--- src/hw/rtl/mkf_pkg.sv ---
// Package for the morph keyframe interpolator: widths, codes, state encoding
// and the control struct handed to the key cells. No dependencies.
package mkf_pkg;

    localparam int KEYS_DEF = 64;
    localparam int TIME_W   = 24;
    localparam int WGT_W    = 16;
    localparam int SEEK_W   = 32;
    localparam int CFG_W    = 32;
    localparam int CFG_IW   = 3;
    localparam int RATE_W   = 17;
    localparam int TW       = 37;  // signed width for 24.8 time arithmetic
    localparam int MAG_W    = 36;  // magnitude of a time difference
    localparam int NUM_W    = 53;  // dividend width, product plus rounding term
    localparam int DEN_W    = 36;  // divisor width
    localparam int WINDOW   = 60 * 256;
    localparam int RATE_ONE = 65536;

    typedef enum logic [1:0] {
        FN_LOAD     = 2'd0,
        FN_SEEK     = 2'd1,
        FN_SNAPSHOT = 2'd2,
        FN_REWIND   = 2'd3
    } mkf_func_t;

    typedef enum logic [2:0] {
        REG_OVERRIDE = 3'd0,
        REG_LOOP     = 3'd1,
        REG_SMEAR    = 3'd2,
        REG_RATE     = 3'd3,
        REG_SKIP     = 3'd4
    } mkf_reg_t;

    typedef enum logic [3:0] {
        S_IDLE, S_RO, S_SCAN, S_SETUP, S_DIFF, S_MUL_LO, S_MUL_HI,
        S_DIV_GO, S_DIV, S_TRACK, S_BLEND1, S_BLEND2, S_BLEND3, S_DONE
    } mkf_state_t;

    typedef struct packed {
        logic ins;      // insert new key into the sorted row
        logic load_ro;  // copy keys into the read-out chain
        logic shift;    // move read-out chain one cell toward cell zero
    } mkf_cell_ctrl_t;

    function automatic logic signed [WGT_W-1:0] sat16(input logic signed [19:0] v);
        if (v > 20'sd32767) return 16'sh7fff;
        if (v < -20'sd32768) return 16'sh8000;
        return v[WGT_W-1:0];
    endfunction

endpackage

--- src/hw/rtl/mkf_cell.sv ---
// One key cell: holds a keyframe time and weight and a read-out stage.
// Depends on mkf_pkg.
module mkf_cell #(
    parameter int KEYS = mkf_pkg::KEYS_DEF,
    parameter int IDX  = 0
) (
    input  logic                                   clk,
    input  mkf_pkg::mkf_cell_ctrl_t                ctrl,
    input  logic [$clog2(KEYS+1)-1:0]              count,
    input  logic [mkf_pkg::TIME_W-1:0]             new_time,
    input  logic signed [mkf_pkg::WGT_W-1:0]       new_weight,
    input  logic [mkf_pkg::TIME_W-1:0]             left_time,
    input  logic signed [mkf_pkg::WGT_W-1:0]       left_weight,
    input  logic [mkf_pkg::TIME_W-1:0]             right_ro_time,
    input  logic signed [mkf_pkg::WGT_W-1:0]       right_ro_weight,
    output logic [mkf_pkg::TIME_W-1:0]             key_time,
    output logic signed [mkf_pkg::WGT_W-1:0]       key_weight,
    output logic [mkf_pkg::TIME_W-1:0]             ro_time,
    output logic signed [mkf_pkg::WGT_W-1:0]       ro_weight
);
    import mkf_pkg::*;

    localparam int CW = $clog2(KEYS+1);
    localparam logic [CW-1:0] IDX_C = CW'(IDX);

    logic [TIME_W-1:0]       time_reg;
    logic signed [WGT_W-1:0] weight_reg;
    logic [TIME_W-1:0]       ro_time_reg;
    logic signed [WGT_W-1:0] ro_weight_reg;
    logic                    take_left;
    logic                    put_new;

    // The left neighbor moves in when its key is later than the new one;
    // the new key lands where the left key is not later and this one is.
    always_comb
    begin
        take_left = (IDX != 0) && (IDX_C <= count) && (left_time > new_time);
        put_new   = !take_left && (IDX_C <= count) &&
                    ((IDX_C == count) || (time_reg > new_time));
    end

    always_ff @(posedge clk)
    begin
        if (ctrl.ins && take_left)
        begin
            time_reg   <= left_time;
            weight_reg <= left_weight;
        end
        else if (ctrl.ins && put_new)
        begin
            time_reg   <= new_time;
            weight_reg <= new_weight;
        end
        if (ctrl.load_ro)
        begin
            ro_time_reg   <= time_reg;
            ro_weight_reg <= weight_reg;
        end
        else if (ctrl.shift)
        begin
            ro_time_reg   <= right_ro_time;
            ro_weight_reg <= right_ro_weight;
        end
    end

    assign key_time   = time_reg;
    assign key_weight = weight_reg;
    assign ro_time    = ro_time_reg;
    assign ro_weight  = ro_weight_reg;

endmodule

--- config.mk ---
export PLATFORM = sky130hd
export DESIGN_NAME = mkf_cell
export DESIGN_NICKNAME = d
export VERILOG_FILES = /design/src/hw/rtl/mkf_pkg.sv /design/src/hw/rtl/mkf_cell.sv
export SDC_FILE = /design/constraint.sdc
export NUM_CORES = 1
export LEC_CHECK = 0
export BUFFER_PORTS_ARGS = -buffer_cell sky130_fd_sc_hd__buf_2
export CORE_MARGIN = 4
export CORE_UTILIZATION = 40
export CTS_BUF_LIST = sky130_fd_sc_hd__clkbuf_8
export CTS_CLUSTER_SIZE = 16
export DETAILED_ROUTE_END_ITERATION = 7
export PLACE_DENSITY = 0.77
export SLEW_MARGIN = 30
export SYNTH_ARGS = -nofsm -noshare
export SYNTH_HDL_FRONTEND = slang
export SYNTH_SLANG_ARGS = --single-unit
--- constraint.sdc ---
create_clock -name clk -period 10.1 [get_ports clk]
set_clock_uncertainty 0.1 [all_clocks]
set_input_delay 0 -clock clk [delete_from_list [all_inputs] [get_ports clk]]
set_output_delay 0 -clock clk [all_outputs]
set_load 0.01 [all_outputs]
# Word level (Yosys, flattened, before mapping)
# Cells that the tools add are included.
[word_totals] register_bits=80 output_inout_bits=80 input_bits=131 word_cells=15
[classes] magnitude_cmp=2 reduce_logical=5 muxes=4
[op_table] operator="$mux W24" count=2
[op_table] operator="$mux W16" count=2
[op_table] operator="$gt A24 B24 Y1" count=1
[op_table] operator="$le A1 B7 Y1 const A" count=1
[op_table] operator="$logic_not A7 Y1" count=1
[op_table] operator="$logic_and A1 B1 Y1" count=2
[op_table] operator="$reduce_bool A2 Y1" count=1
[op_table] operator="$logic_or A1 B1 Y1" count=1

# Logic depth before layout (Yosys ltp)
[logic_depth] ltp_word=4 mapped_depth=7 mapped_depth_nobuf=7

# Worst setup path before layout
# No wires, ideal clock.
[synth_timing] kind="flip-flop to flip-flop" start="register time_reg[22], in the netlist key_time[22]" end="register time_reg[0], in the netlist key_time[0], enable pin" t_arrival_ps=3614 setup_time_ps=462 stages_incl_launch_ff=6 n_path_buf=0 setup_slack_ps=5924 required_ps=9538 period_less_slack_ps=4176 cell_sequence="edfxtp_1 ha_1 nand4_1 nor4_1 nand2_1 a31oi_1"
[synth_between] elab_chain_len=4
[synth_lines] item="start, declared" line="mkf_cell.sv:26" text="logic [TIME_W-1:0] time_reg;"
[synth_lines] item="start signal, assigned" line="mkf_cell.sv:46" text="time_reg <= left_time;"
[synth_lines] item="start signal, assigned" line="mkf_cell.sv:51" text="time_reg <= new_time;"
[synth_lines] item="$gt A24 B24 Y1" line="mkf_cell.sv:39" text="((IDX_C == count) || (time_reg > new_time));"
[synth_lines] item="$logic_or A1 B1 Y1" line="mkf_cell.sv:39"
[synth_lines] item="$logic_and A1 B1 Y1" line="mkf_cell.sv:38" text="put_new = !take_left && (IDX_C <= count) &&"
[synth_lines] item="$logic_and A1 B1 Y1" line="mkf_cell.sv:49" text="else if (ctrl.ins && put_new)"
# No other way between the ends.
# A chain may end at the register's enable or synchronous reset.

# Worst setup path in the final report
[layout_timing] start="register time_reg[23], in the netlist key_time[23]" end="register weight_reg[3], in the netlist key_weight[3], enable pin"
[layout_between] elab_chain_len=4
[layout_lines] item="$gt A24 B24 Y1" line="mkf_cell.sv:39"
[layout_lines] item="$logic_or A1 B1 Y1" line="mkf_cell.sv:39"
[layout_lines] item="$logic_and A1 B1 Y1" line="mkf_cell.sv:38"
[layout_lines] item="$logic_and A1 B1 Y1" line="mkf_cell.sv:49"
[layout_lines] item="end signal, assigned" line="mkf_cell.sv:47" text="weight_reg <= left_weight;"
[layout_lines] item="end signal, assigned" line="mkf_cell.sv:52" text="weight_reg <= new_weight;"
[layout_lines] item="end, declared" line="mkf_cell.sv:27" text="logic signed [WGT_W-1:0] weight_reg;"
# No other way between the ends.

==> flow_summary.toml <==
[setup_path]
worstSetupStartpointType = "flip-flop"
critPathMaxFanout = 23
crit_required_ns = 10.01
critPathMaxStageDelay_ns = 0.62
path_cells = "ha_1 > nand4_1 > nor4_1 > o311ai_0 > a31oi_4 > buf_4"
crit_type = "flip-flop to flip-flop"
cp.arrival_ns = 3.27
slowest_stage = "a31oi_4"
crit_path_end_kind = "flip-flop"

[timing]
hold_violations = 0
worstMarginPinSlew_ns = 0.664
relSlewSlack_pct = 55.7
tns_ns = 0
fin_crit_ns = 3.36
worst_slack_ns = 6.74
finalCritPeriodShare_pct = 33.3
rsz0062_at_grt = "no"
whs_ns = 0.0818
finalMaxSlewViolations = 0
fmax_ghz = 0.297
setup_viol_count_final = 0

[clock_network]
numCtsBuffers = 9
ctsRootBufferMaster = "clkbuf_8"
cts_setup_buffers = 0
hold_buffers = 80
post_cts_resized = 0
htreeDepth = 3
clk_latency_ns = 0.33
clkSlewWorstSetupHoldPaths_ns = 0.08
cts_tree = "done"
cts.sinks = 80
clk_path_buf_depth = 2

[die]
rows = 33
io_pins = 211
die_y_um = 102
core_um2 = 8380
dieWidth_um = 102
dieArea_um2 = 10400
initial_core_util_pct = 42.0

[logic_synthesis]
synth_area_leaders = "edfxtp_1 (68%), mux2_2 (12%), ha_1 (8.5%), inv_1 (2.6%), a21oi_1 (1.4%)"
ys_seq_area_share_pct = 68.3
ys_seq_elements = 80
synth.avg_cell_area_um2 = 16.4
synth_cell_types = 25
synth.most_common_cell = "edfxtp_1"
synth_area_um2 = 3520
synthFlopType = "edfxtp_1"
yosys.area.top_type = "edfxtp_1"
synth_common_cells = "edfxtp_1 (80), mux2_2 (36), ha_1 (24), inv_1 (24), a21oi_1 (10)"
synthesis.nets = 370
netlist_instances = 215
yosysTopAreaCellShare_pct = 68.3
synth_edf_count = 80
yosysWarnings = 0
async_flop_share_pct = 0

[cells_and_area]
area_growth_pct = 56.9
final_cells = 583
fin_util_pct = 65.9
final_nets = 628
drive_above_1_share_pct = 47.4

[routing]
drt_iter0_markers = 57
drc = 0
routed_wl_um = 9680
wire_per_inst_um = 16.6
wl_met1_um = 3640
num_vias = 2764
avgViaCountPerCell = 4.74
dr_wl_met3_um = 756
ant_nets = 0
first_pass_iters = 4
wl_met2_um = 5090
top_layer_used = "met4"

[flow_run]
drv_cap = 0

[grt]
grt.overflow.total = 0
grt.total_usage_pct = 18.7
grt_pass1_wl_um = 14900
grt_max_degree = 42
grt_pass1_vias = 3077
antenna_found_initial = 0

[power_and_ir_drop]
p_per_area_nw_per_um2 = 142
leakage_nw = 2.43
ir_drop_mv = 0.122

[placed_design]
dp_slack_ns = 6.69
gp_congestion = 0.752
port_buffers = 170
placed_cells = 487
hpwl_um = 6130

[worst_hold_path]
holdCritPathClass = "input pin to flip-flop"

[outcome]
status = "completed"
where the power goes:
part	leakage (nW)	total, mW	switching [mW]	internal [mW]
logic	1.55	0.129	0.0599	0.0688
clock network	0.103	0.252	0.115	0.137
registers	0.780	0.404	0.00937	0.395
total	2.43	0.785	0.184	0.601
layout by cell type (no fill, tap or decap), types with 3 or more instances in the layout:
| cell | n |
|---|---|
| ha_1 | 24 |
| buf_2 | 170 |
| nand3_1 | 3 |
| dlygate4sd3_1 | 80 |
| nand4_1 | 4 |
| clkbuf_8 | 9 |
| nor2_1 | 3 |
| mux2_1 | 4 |
| mux2_2 | 36 |
| inv_1 | 24 |
| edfxtp_1 | 80 |
| a21oi_1 | 10 |
| nand2_1 | 7 |
per-stage QoR:
stage                     cell area [um2]  total power [mW]
after floorplan                      3520             0.462
after global placement               4510             0.511
after detailed placement             4510             0.515
after CTS                            5520             0.790
after global routing                 5520             0.822
final                                5520             0.785
cell type report:
cell class,instances,area (um2)
fill,595,2860
antenna,1,2.50
sequential,80,2400
clock buffer,9,124
timing repair buffer,252,1670
inverter,24,90.1
multi-input combinational,106,1020
tap,105,131
clock inverter,6,85.1
layer usage:
metal	track usage, %	up-vias
li1	-	1330
met1	20.5	1301
met2	34.3	117
met3	5.23	16
met4	6.95	0
met5	0.962	-
kinds of logic (layout without fill, tap and decap cells):
kind of cell	Yosys count	in the layout	share of synthesized area, %
other cells	0	1	0
mux	40	40	12.8
flops	80	80	68.3
buf+inv	29	291	3.24
compound gates	19	19	3.27
simple gates	23	23	3.91
fa+ha+maj	24	24	8.53
worst paths after layout:
kind                                 endpoint  cells past startpoint  slack [ns]     startpoint
worst min register to register   ro_weight[8]                      1        0.48  key_weight[8]
worst max-delay path            key_weight[3]                      6        6.74   key_time[23]
worst max register to register  key_weight[3]                      6        6.74   key_time[23]
worst min-delay path             key_time[10]                      3        0.08        ctrl[2]
critical path: cells and delay by family, from the launching register on:
kind | cells | cell delay, ns
DFF | 1 | 0.45
and+or+nand+nor | 2 | 0.74
buffers and inverters | 1 | 0.43
AOI/OAI and AO/OA | 2 | 0.99
adders and majority gates | 1 | 0.33
Power figures use the tool's default switching activity.
