$ cat src/hw/rtl/mkf_pkg.sv
// Package for the morph keyframe interpolator: widths, codes, state encoding
// and the control struct handed to the key cells. No dependencies.
package mkf_pkg;

    localparam int KEYS_DEF = 64;
    localparam int TIME_W   = 24;
    localparam int WGT_W    = 16;
    localparam int SEEK_W   = 32;
    localparam int CFG_W    = 32;
    localparam int CFG_IW   = 3;
    localparam int RATE_W   = 17;
    localparam int TW       = 37;  // signed width for 24.8 time arithmetic
    localparam int MAG_W    = 36;  // magnitude of a time difference
    localparam int NUM_W    = 53;  // dividend width, product plus rounding term
    localparam int DEN_W    = 36;  // divisor width
    localparam int WINDOW   = 60 * 256;
    localparam int RATE_ONE = 65536;

    typedef enum logic [1:0] {
        FN_LOAD     = 2'd0,
        FN_SEEK     = 2'd1,
        FN_SNAPSHOT = 2'd2,
        FN_REWIND   = 2'd3
    } mkf_func_t;

    typedef enum logic [2:0] {
        REG_OVERRIDE = 3'd0,
        REG_LOOP     = 3'd1,
        REG_SMEAR    = 3'd2,
        REG_RATE     = 3'd3,
        REG_SKIP     = 3'd4
    } mkf_reg_t;

    typedef enum logic [3:0] {
        S_IDLE, S_RO, S_SCAN, S_SETUP, S_DIFF, S_MUL_LO, S_MUL_HI,
        S_DIV_GO, S_DIV, S_TRACK, S_BLEND1, S_BLEND2, S_BLEND3, S_DONE
    } mkf_state_t;

    typedef struct packed {
        logic ins;      // insert new key into the sorted row
        logic load_ro;  // copy keys into the read-out chain
        logic shift;    // move read-out chain one cell toward cell zero
    } mkf_cell_ctrl_t;

    function automatic logic signed [WGT_W-1:0] sat16(input logic signed [19:0] v);
        if (v > 20'sd32767) return 16'sh7fff;
        if (v < -20'sd32768) return 16'sh8000;
        return v[WGT_W-1:0];
    endfunction

endpackage

$ cat src/hw/rtl/mkf_div.sv
// Restoring unsigned divider, one quotient bit per cycle.
// Depends on mkf_pkg.
module mkf_div #(
    parameter int NW = mkf_pkg::NUM_W,
    parameter int DW = mkf_pkg::DEN_W
) (
    input  logic          clk,
    input  logic          rst_n,
    input  logic          go,
    input  logic [NW-1:0] num,
    input  logic [DW-1:0] den,
    output logic          done,
    output logic [NW-1:0] quo
);
    import mkf_pkg::*;

    localparam int CNW = $clog2(NW+1);

    logic [DW-1:0]  rem_reg;
    logic [DW-1:0]  den_reg;
    logic [NW-1:0]  quo_reg;
    logic [CNW-1:0] cnt_reg;
    logic           run_reg;
    logic           done_reg;
    logic [DW:0]    trial;
    logic           fits;

    always_comb
    begin
        trial = {rem_reg, quo_reg[NW-1]};
        fits  = trial >= {1'b0, den_reg};
    end

    always_ff @(posedge clk or negedge rst_n)
    begin
        if (!rst_n)
        begin
            run_reg  <= 1'b0;
            done_reg <= 1'b0;
            cnt_reg  <= '0;
        end
        else
        begin
            done_reg <= !go && run_reg && (cnt_reg == CNW'(NW-1));
            if (go)
            begin
                run_reg <= 1'b1;
                cnt_reg <= '0;
            end
            else if (run_reg)
            begin
                cnt_reg <= cnt_reg + 1'b1;
                if (cnt_reg == CNW'(NW-1))
                    run_reg <= 1'b0;
            end
        end
    end

    always_ff @(posedge clk)
    begin
        if (go)
        begin
            rem_reg <= '0;
            den_reg <= den;
            quo_reg <= num;
        end
        else if (run_reg)
        begin
            rem_reg <= fits ? DW'(trial - {1'b0, den_reg}) : trial[DW-1:0];
            quo_reg <= {quo_reg[NW-2:0], fits};
        end
    end

    assign done = done_reg;
    assign quo  = quo_reg;

endmodule

$ cat config.mk
export PLATFORM = sky130hd
export DESIGN_NAME = mkf_div
export DESIGN_NICKNAME = d
export VERILOG_FILES = /design/src/hw/rtl/mkf_pkg.sv /design/src/hw/rtl/mkf_div.sv
export SDC_FILE = /design/constraint.sdc
export NUM_CORES = 1
export LEC_CHECK = 0
export ABC_AREA = 1
export BUFFER_PORTS_ARGS = -buffer_cell sky130_fd_sc_hd__buf_2
export CORE_MARGIN = 4
export CORE_UTILIZATION = 45
export DETAILED_ROUTE_END_ITERATION = 12
export PLACE_DENSITY = 0.62
export REMOVE_ABC_BUFFERS = 1
export SYNTH_ARGS = -nofsm -noshare
export SYNTH_HDL_FRONTEND = slang
export SYNTH_SLANG_ARGS = --single-unit
export TNS_END_PERCENT = 10
$ cat constraint.sdc
create_clock -name clk -period 3.2 [get_ports clk]
set_input_delay 0.32 -clock clk [delete_from_list [all_inputs] [get_ports clk]]
set_output_delay 0.32 -clock clk [all_outputs]
set_load 0.005 [all_outputs]
# Word-level counts from Yosys, hierarchy flattened
# Index checks and enable logic that the tools add are counted.
# op_classes
addsub	2
multipliers	0
n_div	0
magnitude_cmp	1
eq_ne	1
shifts	0
mux	8
bitwise	0
n_reduce_logical	4
# ops
operator	n
53-bit two-way mux	2
37-bit by 36-bit greater-or-equal comparator with 1-bit output	1
36-bit two-way mux	1
36-bit subtractor	1
6-bit two-way mux	2
6-bit by 1-bit adder with 6-bit output, second input constant	1
6-bit equality test, second input constant	1
1-bit two-way mux	3
1-bit logical AND	2
2-bit nonzero test	1
1-bit zero test	1
# word_totals
register_bits	133
latchBits	0
ram_bits	0
romBits	0
output_inout_bits	54
elab_cells	22
n_memories	0

# Logic depth before layout (Yosys ltp)
# Gate-level depths: netlist of run 1.
# logic_depth
word_depth	4
ltp_mapped	16
depth_no_buf	16

# Worst setup path before layout of run 1
# OpenSTA, ideal clock, no wires.
# synth_timing
path_type	in2reg
startpoint	input port go
endpoint	register quo_reg[0] (netlist: quo[0]), enable pin
t_arrival_ns	2.521
required_time_ns	2.762
slack_ns	0.241
path_stages	4
n_path_buf	2
cell_sequence	clkbuf_1 -> nor2_1 -> inv_1 -> clkbuf_1
# synth_between
elab_chain_len	1
# synth_rtl
item	line_no	source
start, declared	mkf_div.sv:9	input logic go,
2-bit nonzero test (no line)	n/a	
end signal, assigned	mkf_div.sv:65	quo_reg <= num;
end signal, assigned	mkf_div.sv:70	quo_reg <= {quo_reg[NW-2:0], fits};
end, declared	mkf_div.sv:21	logic [NW-1:0] quo_reg;
# No other way between the ends.
# A chain may end at the register's enable or synchronous reset.

# Worst setup path after layout of run 1
# layout_timing
startpoint	register den_reg[20]
endpoint	register rem_reg[21]
# layout_between
elab_chain_len	2
# layout_rtl
item	line_no	source
start, declared	mkf_div.sv:20	logic [DW-1:0] den_reg;
start signal, assigned	mkf_div.sv:64	den_reg <= den;
36-bit subtractor / 37-bit by 36-bit greater-or-equal comparator with 1-bit output (equally long branches)	mkf_div.sv:69, mkf_div.sv:31	
36-bit two-way mux (*)	mkf_div.sv:69	rem_reg <= fits ? DW'(trial - {1'b0, den_reg}) : trial[DW-1:0];
end signal, assigned	mkf_div.sv:69	
end, declared	mkf_div.sv:19	logic [DW-1:0] rem_reg;
# Every way passes the cells marked *; elsewhere a longest branch is shown, timed or not.

==> results of run 1 <==
worst paths after layout:
path,from,to,slack (ps),depth (start not counted)
worst max register to register,den_reg[20]$_DFFE_PP_,rem_reg[21]$_SDFFE_PP0P_,690,13
min in group asynchronous,rst_n,cnt_reg[5]$_DFFE_PN0P_,270,2
worst min-delay path,den[29],den_reg[29]$_DFFE_PP_,70,1
worst max-delay path,den_reg[20]$_DFFE_PP_,rem_reg[21]$_SDFFE_PP0P_,690,13
max in group asynchronous,rst_n,cnt_reg[1]$_DFFE_PN0P_,2750,2
worst min register to register,rem_reg[24]$_SDFFE_PP0P_,rem_reg[24]$_SDFFE_PP0P_,470,2
cells in the mapped netlist (all sizes together), types with 2 or more instances:
cell type	count	area share
clkbuf	15	0.010
nand4	11	0.0098
dfrtp	8	0.023
a21oi	28	0.017
or2	2	0.0015
nor3	12	0.0089
ha	38	0.056
nand3b	13	0.011
nor4	3	0.0022
o21bai	6	0.0053
buf	13	0.015
edfxtp	89	0.31
inv	194	0.086
dfxtp	36	0.084
nor2	65	0.031
nand3	107	0.073
nand2	468	0.21
xnor2	17	0.017
o21ai	29	0.017
critical path, delay by kind of cell, from the launching register on:
kind                     cells  cell delay, ps
AND/OR/NAND/NOR              7            1210
flip-flops                   1             320
AO/OA/AOI/OAI                2             380
buffers and inverters        3             170
adder cells (fa/ha/maj)      1             340
power groups by stage:
| stage | registers, mW | clock network [mW] | logic, mW |
|---|---|---|---|
| detailed placement | 2.38 | 0 | 3.78 |
| floorplan | 2.35 | 0 | 2.86 |
| global route | 2.39 | 2.10 | 4.32 |
| global placement | 2.38 | 0 | 3.76 |
| CTS | 2.35 | 2.02 | 3.80 |
| finish | 2.35 | 1.97 | 3.79 |
cell type report:
cell class,instances,area [µm²]
Fill cell,1866,8703
Multi-Input combinational cell,804,4001
Sequential cell,133,3593
Timing Repair Buffer,153,803.3
Inverter,194,730.7
Clock buffer,19,432.9
Tap cell,234,292.8
Clock inverter,13,147.6
routing by layer:
metal	track usage	up-vias	wire length, µm
met2	0.3357	228	9860
met3	0.06291	26	1657
met5	0	-	0
met1	0.2795	3353	10130
met4	0.05935	0	331
li1	-	3941	-
timing repair:
item	4_1_cts	5_1_grt
endpoints found under the hold margin	8	0
resized for setup	0	0
hold buffers	1	0
cell families after synthesis:
group	share of synthesized area
AOI/OAI and AO/OA	0.04104
xor gates and xnor gates	0.01847
adders and majority gates	0.05805
buffers and inverters	0.1105
DFF	0.4210
and+or+nand+nor	0.3509
metrics by stage:
stage                     total power [mW]  cell area, µm²    util  std cells  setup WS [ps]
after floorplan                      5.209            8323       -       1131          680.0
after CTS                            8.171           10000  0.5347       1550          690.8
after global placement               6.144            9412  0.5031       1517          708.9
after global routing                 8.819           10000  0.5347       1550          431.6
final                                8.112           10000  0.5347       1550          686.3
after detailed placement             6.161            9412  0.5031       1517          719.9
==> metrics.cfg, run 1 <==
[worst_setup_path]
arrival_ps=2860
required_ps=3550
cpMostUsedCell=nand2_1
critical_path_class=reg -> reg
slowest_stage=nand4_4
cp_slowest_stage_delay_ps=500
startpoint_type=flop
cp-end-kind=flop
crit_chain=inv_1, ha_1, nand2_2, inv_1, a21oi_1, nand2_2, inv_2, nand2_1, nand2_1, nand4_4, nand2_1, nand3_1, o21ai_1
worstPathMaxFanout=36

[drt]
drt_first_pass_iters=5
drt_iter0_drc=415
detail-route-antenna-nets=0
via_per_inst=4.870
num_vias=7548
drt_wl_total_um=21980
drc=0
wl_per_cell_um=14.18

[floorplanning]
chipWidth_um=145.7
initial_core_util=0.4563
die_height_um=145.7
core-area_mm2=0.01871
std_cell_rows=50
die_area_mm2=0.02124
io_pins=146

[timing]
finalCritPeriodShare=0.7855
rsz0062_at_grt=false
max_slew_margin=0.5004
worst_slew_pin_slew_ps=748.4
holdWs_ps=67.26
min_period_ps=2514
hold_viol_final=0
finalSetupViolations=0
fin_tns_setup_ps=0
slew_viol_final=0
finalClockSkew_ps=12.31
clock.fmax_ghz=0.3978

[pwr]
leakagePower_nw=5.325
p_switching_mw=3.401
swShare=0.4193
p_int_mw=4.711
power_frac_seq=0.290
p_comb_frac=0.467
vdd_drop_max_mv=0.3918
p_clk_frac=0.243
p_per_area_mw_per_mm2=811.0

[cells_and_area]
fin_nets=1434
final_cell_mix=nand2_1, inv_1, buf_2
diodes=0
largest_reg_flops=53
final_common_cell=nand2_1
drive_gt1_frac=0.1793
synthToLayoutAreaGrowth_pct=17.18

[global_routing]
grt_pass1_wl_um=36250
antenna_found_initial=1
grt-ovfl-total=0
grt_max_degree=53
grt_pass1_vias=7339
grtUsageTotal=0.2105

[logic_synthesis]
ys_types=43
ys_warn_count=0
syn_avg_cell_area_um2=7.365
synthArstFlopShare=0.06015
synth-seq-area-share=0.4210
syn_inst=1159
synth-main-ff-cell=edfxtp_1
ys_ff_latch=133
syn_area_mm2=0.008536
synth_edf_count=89

[clock_network]
cts_sinks=133
htree_num_levels=4
cts_tree=yes
clk_pin_slew_ps=70
cts_buffers=17
cts_setup_buffers=0
clock_path_buffers=2
clk_latency_ps=420
cts_root_buffer=clkbuf_16

[job]
cap_violations=0

[run_status]
status=finished clean

[hold_path]
hold_path_class=in -> reg

[placement]
io_buffers=145
post-dp-hpwl_um=16490
finalWeightedCongestion=0.9550

(Power assumes the default switching activity.)
==> run 2, diff against run 1 <==
==> constraint.sdc (replaced) <==
create_clock -name clk -period 2.4 [get_ports clk]
set_input_delay 0.24 -clock clk [delete_from_list [all_inputs] [get_ports clk]]
set_output_delay 0.24 -clock clk [all_outputs]
set_load 0.005 [all_outputs]
==> run 2 against run 1 <==
Sequential power grew 33%. Register-to-register slack worse by 550 ps. Clock skew grew 9.6 ps. Clock power grew 27%. Sequential cell count stayed put. Clock-buffer cell count fell by 2. Critical endpoint is now rem_reg[32]$_SDFFE_PP0P_. Largest cell class unchanged.
==> metrics.cfg, run 2 (synthesized netlist as in run 1, its figures left out) <==
[run_status]
status=finished clean  ; unchanged

[drt]
drt_iter0_drc=344  ; was 415
detail-route-antenna-nets=0  ; unchanged
drt_first_pass_iters=4  ; was 5
num_vias=7816  ; was 7548
drc=0  ; unchanged
drt_wl_total_um=22870  ; was 21980 µm
wl_per_cell_um=14.32  ; was 14.18 µm
via_per_inst=4.894  ; was 4.870

[clock_network]
clk_latency_ps=440  ; was 420 ps
cts_sinks=133  ; unchanged
cts_root_buffer=clkbuf_16  ; unchanged
clock_path_buffers=2  ; unchanged
cts_buffers=17  ; unchanged
cts_tree=yes  ; unchanged
htree_num_levels=4  ; unchanged
clk_pin_slew_ps=70  ; about the same

[placement]
placed_cells=1524  ; was 1517
post_dp_cell_area_mm2=0.009539  ; was 0.009412 mm²
finalWeightedCongestion=0.9772  ; was 0.9550
io_buffers=145  ; unchanged
post-dp-hpwl_um=16790  ; was 16490 µm

[worst_setup_path]
required_ps=2720  ; was 3550 ps
critical_path_class=reg -> reg  ; unchanged
crit_chain=inv_1, ha_1, fa_1, nor2_1, o21ai_0, nand2_1, nand2_1, nand2_1, nand2_1, nand3_1, nand3_2, nand3_1, nand2_1  ; was inv_1, ha_1, nand2_2, inv_1, a21oi_1, nand2_2, inv_2, nand2_1, nand2_1, nand4_4, nand2_1, nand3_1, o21ai_1
slowest_stage=fa_1  ; was nand4_4
worstPathMaxFanout=3  ; was 36
cp_top_family=simple AND/OR/NAND/NOR gates  ; unchanged
cpMostUsedCell=nand2_1  ; unchanged
critPathBufInv=1  ; was 3
startpoint_type=flop  ; unchanged
cp_slowest_stage_delay_ps=440  ; was 500 ps
cp-end-kind=flop  ; unchanged
arrival_ps=2580  ; was 2860 ps

[cells_and_area]
fin_nets=1481  ; was 1434
largest_reg_flops=53  ; unchanged
final_cell_mix=nand2_1, inv_1, buf_2  ; unchanged
instances_no_fill=1597  ; was 1550
final_common_cell=nand2_1  ; unchanged
finalInstanceArea_mm2=0.01053  ; was 0.01000 mm²
drive_gt1_frac=0.1849  ; was 0.1793
diodes=0  ; unchanged
synthToLayoutAreaGrowth_pct=23.37  ; was 17.18%

[timing]
finalCritPeriodShare=0.9441  ; was 0.7855
finalClockSkew_ps=21.90  ; was 12.31 ps
holdWs_ps=17.33  ; was 67.26 ps
finalSetupViolations=0  ; unchanged
slew_viol_final=0  ; unchanged
min_period_ps=2266  ; was 2514 ps
rsz0062_at_grt=true  ; was false
clock.fmax_ghz=0.4413  ; was 0.3978 GHz
hold_viol_final=0  ; unchanged
fin_tns_setup_ps=0  ; unchanged
worst_slew_pin_slew_ps=707.7  ; was 748.4 ps
max_slew_margin=0.5282  ; was 0.5004

[floorplanning]
io_pins=146  ; unchanged
core-area_mm2=0.01871  ; unchanged
initial_core_util=0.4563  ; unchanged
std_cell_rows=50  ; unchanged
die_area_mm2=0.02124  ; unchanged
die_height_um=145.7  ; unchanged
chipWidth_um=145.7  ; unchanged

[job]
cap_violations=0  ; unchanged

[global_routing]
grtUsageTotal=0.2123  ; was 0.2105
grt_pass1_wl_um=36850  ; was 36250 µm
grt-ovfl-total=0  ; unchanged
antenna_found_initial=0  ; was 1
grt_max_degree=67  ; was 53
grt_pass1_vias=7656  ; was 7339

[pwr]
vdd_drop_max_mv=0.5038  ; was 0.3918 mV
p_per_area_mw_per_mm2=1052  ; was 811.0 mW/mm²
leakagePower_nw=5.538  ; was 5.325 nW
power_mw=11.08  ; was 8.112 mW

[hold_path]
hold_path_class=in -> reg  ; unchanged

==> run 2: cell types whose count changed in the layout (fill, tap and decap cells not counted), moves of 2 or more <==
cell,before,now
buf_12,1,7
buf_4,7,11
bufinv_16,2,0
clkbuf_1,2,0
clkinvlp_4,0,4
dlygate4sd3_1,1,36
inv_8,0,4
==> run 2: final cells by class <==
cell class                      count  area (µm²)
Tap cell                          234       292.8
Multi-Input combinational cell    806        4045
Clock inverter                     15       132.6
Timing Repair Buffer              198        1304
Inverter                          194       737.0
Sequential cell                   133        3593
Fill cell                        1815        8175
Clock buffer                       17       425.4
==> run 2: worst paths after layout <==
check	start	to	cells past startpoint	slack (ps)
max	quo[52]$_DFFE_PP_	rem_reg[32]$_SDFFE_PP0P_	13	130
min	den[20]	den_reg[20]$_DFFE_PP_	1	20
max reg2reg	quo[52]$_DFFE_PP_	rem_reg[32]$_SDFFE_PP0P_	13	130
min reg2reg	rem_reg[26]$_SDFFE_PP0P_	rem_reg[26]$_SDFFE_PP0P_	2	470
max in group asynchronous	rst_n	cnt_reg[0]$_DFFE_PN0P_	2	2060
min in group asynchronous	rst_n	cnt_reg[5]$_DFFE_PN0P_	2	170
==> run 2: power breakdown <==
group | internal (mW) | total [mW] | switching [mW]
Sequential | 2.89 | 3.13 | 0.243
Combinational | 2.09 | 5.43 | 3.34
Clock | 1.36 | 2.51 | 1.15
Total | 6.34 | 11.1 | 4.73
==> run 2: per-layer routing <==
layer	global-route usage	routed length, µm
met3	0.05232	1509
met5	0	0
met4	0.06648	475
met2	0.3512	10360
met1	0.2752	10530
==> run 2: repair_timing <==
action,4_1_cts,5_1_grt
buffers inserted,0,3
endpoints found under the setup margin,0,30
hold buffers,36,0
hold endpoints to repair,43,0
gates resized for setup,0,5
==> run 2: per-stage QoR <==
step                        util  worst slack [ps]
after floorplan                -            -120.0
after global placement    0.5100             154.4
after detailed placement  0.5100             154.7
after CTS                 0.5591             127.6
after global routing      0.5629            -28.17
final                     0.5629             134.1
==> run 2: worst reg2reg max path, cell delays in order (launching register included) <==
cell	delay, ps
edfxtp_1	350
inv_1	70
ha_1	220
fa_1	440
nor2_1	150
o21ai_0	90
nand2_1	110
nand2_1	60
nand2_1	230
nand2_1	120
nand3_1	120
nand3_2	80
nand3_1	70
nand2_1	50
